`src/design/assert_macros.svh`:
```
// Shared assertion helpers.
`ifndef ASSERT_MACROS_SVH
`define ASSERT_MACROS_SVH
`define ASSERT_IMPL(lbl, clk, rst, a, c) \
  lbl: assert property (@(posedge clk) disable iff (rst) (a) |-> (c)) else $error("lbl");
`define ASSERT_NEXT(lbl, clk, rst, a, c) \
  lbl: assert property (@(posedge clk) disable iff (rst) (a) |=> (c)) else $error("lbl");
`endif

```
`src/design/mbeq_mac.sv`:
```
module mbeq_mac #(
  parameter int A_BITS = 40,
  parameter int B_BITS = 32,
  parameter int SHIFT = 22
) (
  input  logic                        clk,
  input  logic signed [A_BITS-1:0]    a,
  input  logic signed [B_BITS-1:0]    b,
  output logic signed [A_BITS+B_BITS-SHIFT-1:0] p
);
  logic signed [A_BITS+B_BITS-1:0] prod;
  assign prod = a * b;
  always_ff @(posedge clk) begin
    p <= prod[A_BITS+B_BITS-1:SHIFT];
  end
endmodule

```
`config.mk`:
```
export PLATFORM = sky130hd
export DESIGN_NAME = mbeq_mac
export DESIGN_NICKNAME = d
export VERILOG_FILES = /design/src/design/assert_macros.svh /design/src/design/mbeq_mac.sv
export SDC_FILE = /design/constraint.sdc
export NUM_CORES = 2
export LEC_CHECK = 0
export ABC_AREA = 1
export BUFFER_PORTS_ARGS = -buffer_cell sky130_fd_sc_hd__clkbuf_2
export CORE_MARGIN = 2
export CORE_UTILIZATION = 50
export DETAILED_ROUTE_END_ITERATION = 10
export HOLD_SLACK_MARGIN = 0.03
export MAX_ROUTING_LAYER = met4
export PLACE_DENSITY = 0.75
export SKIP_LAST_GASP = 1
export SYNTH_ARGS = -nofsm -noshare
export SYNTH_HDL_FRONTEND = slang
export SYNTH_SLANG_ARGS = --single-unit
export TNS_END_PERCENT = 5
```
`constraint.sdc`:
```
create_clock -name clk -period 7.7 [get_ports clk]
set_input_delay 0.385 -clock clk [delete_from_list [all_inputs] [get_ports clk]]
set_output_delay 0.385 -clock clk [all_outputs]
set_load 0.01 [all_outputs]
```
Word-level counts from Yosys, hierarchy flattened --
Index checks and enable logic that the tools add are counted. W data, S select, Z words.
Word-level totals: output and inout port bits 50, bits of input ports 73, logic and storage cells 2, bits in registers 50
Operators by class: multiply operators 1
Operators with widths (count):
- $mul A40 B32 Y72 | 1

Depth between registers and ports, before layout --
depth after elaboration 1, depth in mapped cells 34, gate-level depth less buffers 33

Worst setup path after synthesis --
OpenSTA, ideal clock, no wires.
kind input to register, from in b[5], to reg p[49], path buffers 1, arrival 7.108 ns, required time 7.587 ns, slack 0.479 ns, setup time 0.113 ns, cell stages on the path 26, cell sequence clkbuf_1 > nand2_1 > inv_1 > fa_1 > fa_1 > fa_1 > fa_1 > inv_1 > fa_1 > inv_1 > fa_1 > inv_1 > fa_1 > inv_1 > fa_1 > ha_1 > nand2_1 > nor2_1 > inv_2 > nor2_1 > inv_1 > nor3_1 > nand2_1 > and2_1 > nand3_1 > nand2_1
On the way: cells in the longest elaborated chain, start to end 1
RTL lines:
- from (decl) | line mbeq_mac.sv:8 | input logic signed [B_BITS-1:0] b,
- $mul A40 B32 Y72 | line mbeq_mac.sv:12 | assign prod = a * b;
- via prod[71] | line mbeq_mac.sv:11 | logic signed [A_BITS+B_BITS-1:0] prod;
- to (signal assigned) | line mbeq_mac.sv:14 | p <= prod[A_BITS+B_BITS-1:SHIFT];
- to (decl) | line mbeq_mac.sv:9 | output logic signed [A_BITS+B_BITS-SHIFT-1:0] p
The timed path passes the listed nets, and every way through them passes these cells.

Final worst setup path --
from in b[10], to reg p[34]
The elaborated chain is that of the path after synthesis.

==> impl_metrics.env <==
export IMPL_status="complete, no violations"
export IMPL_cts_resized=0
export IMPL_clkTransAtPathRegs_ns=0.07
export IMPL_antenna_found_initial=2
export IMPL_crit_path_frequent_cell="fa_1"
export IMPL_area_delta_synth_final_pct=6.87
export IMPL_syn_inst=5705
export IMPL_fin_crit_sh_pct=95.8
export IMPL_yosysTopAreaCellShare_pct=57.3
export IMPL_vias_per_cell=5.15
export IMPL_largest_reg_flops=50
export IMPL_syn_area_um2=46100
export IMPL_die_x_um=308
export IMPL_cts_hold_buf=0
export IMPL_grt_pass1_vias=39189
export IMPL_worst_pin_slew_ns=0.731
export IMPL_drive_above_1_share_pct=7.02
export IMPL_num_rows=111
export IMPL_finalSetupViolCount=0
export IMPL_core_um2=91500
export IMPL_route_detailed_wl_per_inst_um=17.9
export IMPL_ys_flop_type="dfxtp_1"
export IMPL_relSlewSlack_pct=51.3
export IMPL_clockBufferDepth=2
export IMPL_fp_dieH_um=308
export IMPL_ys_types=32
export IMPL_post_cts_repair_setup_buffers=0
export IMPL_io_buffers=122
export IMPL_synth_seq_cells=50
export IMPL_fillCellCount=8271
export IMPL_postSynthAreaPerCell_um2=8.09
export IMPL_yosysSeqAreaShare_pct=2.17
export IMPL_tritoncts="done"
export IMPL_rsz0062_at_grt="false"
export IMPL_h_tree_depth=2
export IMPL_clock_sinks=50
export IMPL_root_buffer="clkbuf_16"
export IMPL_antenna_left=0
export IMPL_ys_warn_count=0
export IMPL_crit_path_end_kind="flip-flop"
export IMPL_slowest_delay_ns=0.60
export IMPL_drtIter0Drc=2486
export IMPL_drtPass1Iterations=9
export IMPL_gp_routability_congestion=1.01
export IMPL_cp_slowest_cell="fa_1"
export IMPL_grt_pass1_wl_mm=207
export IMPL_die_area_um2=94700
export IMPL_cts_buffers=5
export IMPL_async_flop_share_pct=0
export IMPL_max_cap_violations=0
export IMPL_grt_max_degree=42
export IMPL_synth_top_cells_by_area="fa_1 57%, inv_1 14%, nand2_1 12%"
export IMPL_grt_overflow=0
export IMPL_final_common_cell="inv_1"
export IMPL_worstPathArrival_ns=7.53
export IMPL_antennaDiodeCount=0
export IMPL_drc=0
export IMPL_worstPathRequired_ns=7.85
export IMPL_crit_chain="clkbuf_2, buf_4, nand2_1, inv_1, fa_1, fa_1, inv_1, fa_1, fa_1, inv_1, fa_1, fa_1, fa_1, fa_1, ha_1, a21oi_1, a21boi_1, nor2_1, nor2_1, o21ai_0, a21oi_1, nand2_1, nand2_1, nand2_1"
export IMPL_start_util_pct=50.4
export IMPL_crit_fanout=21
export IMPL_max_freq_mhz=136
export IMPL_final_nets=7386
export IMPL_synthesis_nets=7295
export IMPL_tns_ns=0
export IMPL_regMostFlops="p"
export IMPL_synth_top_area_cell="fa_1"
export IMPL_slew_viol_final=0
export IMPL_pin_count=123
export IMPL_dp_hpwl_mm=112
export IMPL_routed_wl_mm=125
export IMPL_crit_type="in2reg"
export IMPL_synth_edf_count=0
export IMPL_cp_start_kind="input port"
export IMPL_hold_violations=0
export IMPL_finalCriticalPeriod_ns=7.38
export IMPL_vias=35995
export IMPL_grt_total_usage_pct=28.8
export IMPL_final_cell_mix="1770 x inv_1, 1516 x nand2_1, 1321 x fa_1, 196 x ha_1, 191 x nor2_1"
export IMPL_hold_class="reg2out"
export IMPL_largestRegisters="p (50)"
-- cells in the mapped netlist (all sizes together), types with 2 or more instances --
cell type and number:
buf 2, inv 1817, a21o 9, a21boi 3, o21a 3, nand4 8, o21bai 5, a21oi 122
o21ai 79, nand3 54, xnor2 8, xor2 32, nand2 1521, or2 9, clkinv 2, ha 196
nor2 195, nor4 2, nor3 16, fa 1321, and3 2, clkbuf 246, dfxtp 50
-- path summary, 6_finish.rpt --
| check | from | end | slack, ns | cells after the start |
|---|---|---|---|---|
| setup / recovery | b[10] | p[34]$_DFF_P_ | 0.32 | 24 |
| hold / removal | p[8]$_DFF_P_ | p[8] | 1.10 | 1 |
-- logic make-up after synthesis --
| kind of cell | count (synthesis) | share of synthesized area, % |
|---|---|---|
| AO/OA/AOI/OAI | 223 | 2.54 |
| XOR/XNOR | 40 | 0.759 |
| adder cells (fa/ha/maj) | 1517 | 62.6 |
| buffers and inverters | 2067 | 16.8 |
| flip-flops | 50 | 2.17 |
| AND/OR/NAND/NOR | 1808 | 15.1 |
-- critical path: cells and delay by family --
family	cells	cell delay, ns
AOI/OAI and AO/OA	4	1.05
adders and majority gates	9	4.53
buffers and inverters	5	0.88
and+or+nand+nor	6	0.66
-- through the flow --
stage	instances	hold slack (ns)	util [%]	worst slack [ns]	cell area (um^2)
after floorplan	5705	0.689	-	0.479	46100
after global placement	6975	0.776	53.7	0.180	49200
after detailed placement	6975	0.771	53.7	0.197	49200
after CTS	6983	1.11	53.9	0.466	49300
after global routing	6983	1.12	53.9	0.0966	49300
final	6983	1.10	53.9	0.320	49300
-- metal layers --
metal	routed length (um)	GRT usage (%)	vias up
li1	-	-	15785
met1	49300	37.4	18417
met2	61800	47.8	1519
met3	9210	2.88	274
met4	4730	9.28	0
met5	0	-	-
-- layout make-up --
class	count	area (um^2)	share of cell area [%]
Inverter	1819	6830	13.8
Clock inverter	3	28.8	0.0584
Tap cell	1186	1480	3.01
Clock buffer	5	125	0.254
Sequential cell	50	1000	2.03
Timing Repair Buffer	332	2460	4.99
Multi-Input combinational cell	3588	37400	75.8
Power is not shown: default switching activity piles up to over one toggle a cycle in this logic, so the estimate is an artifact.
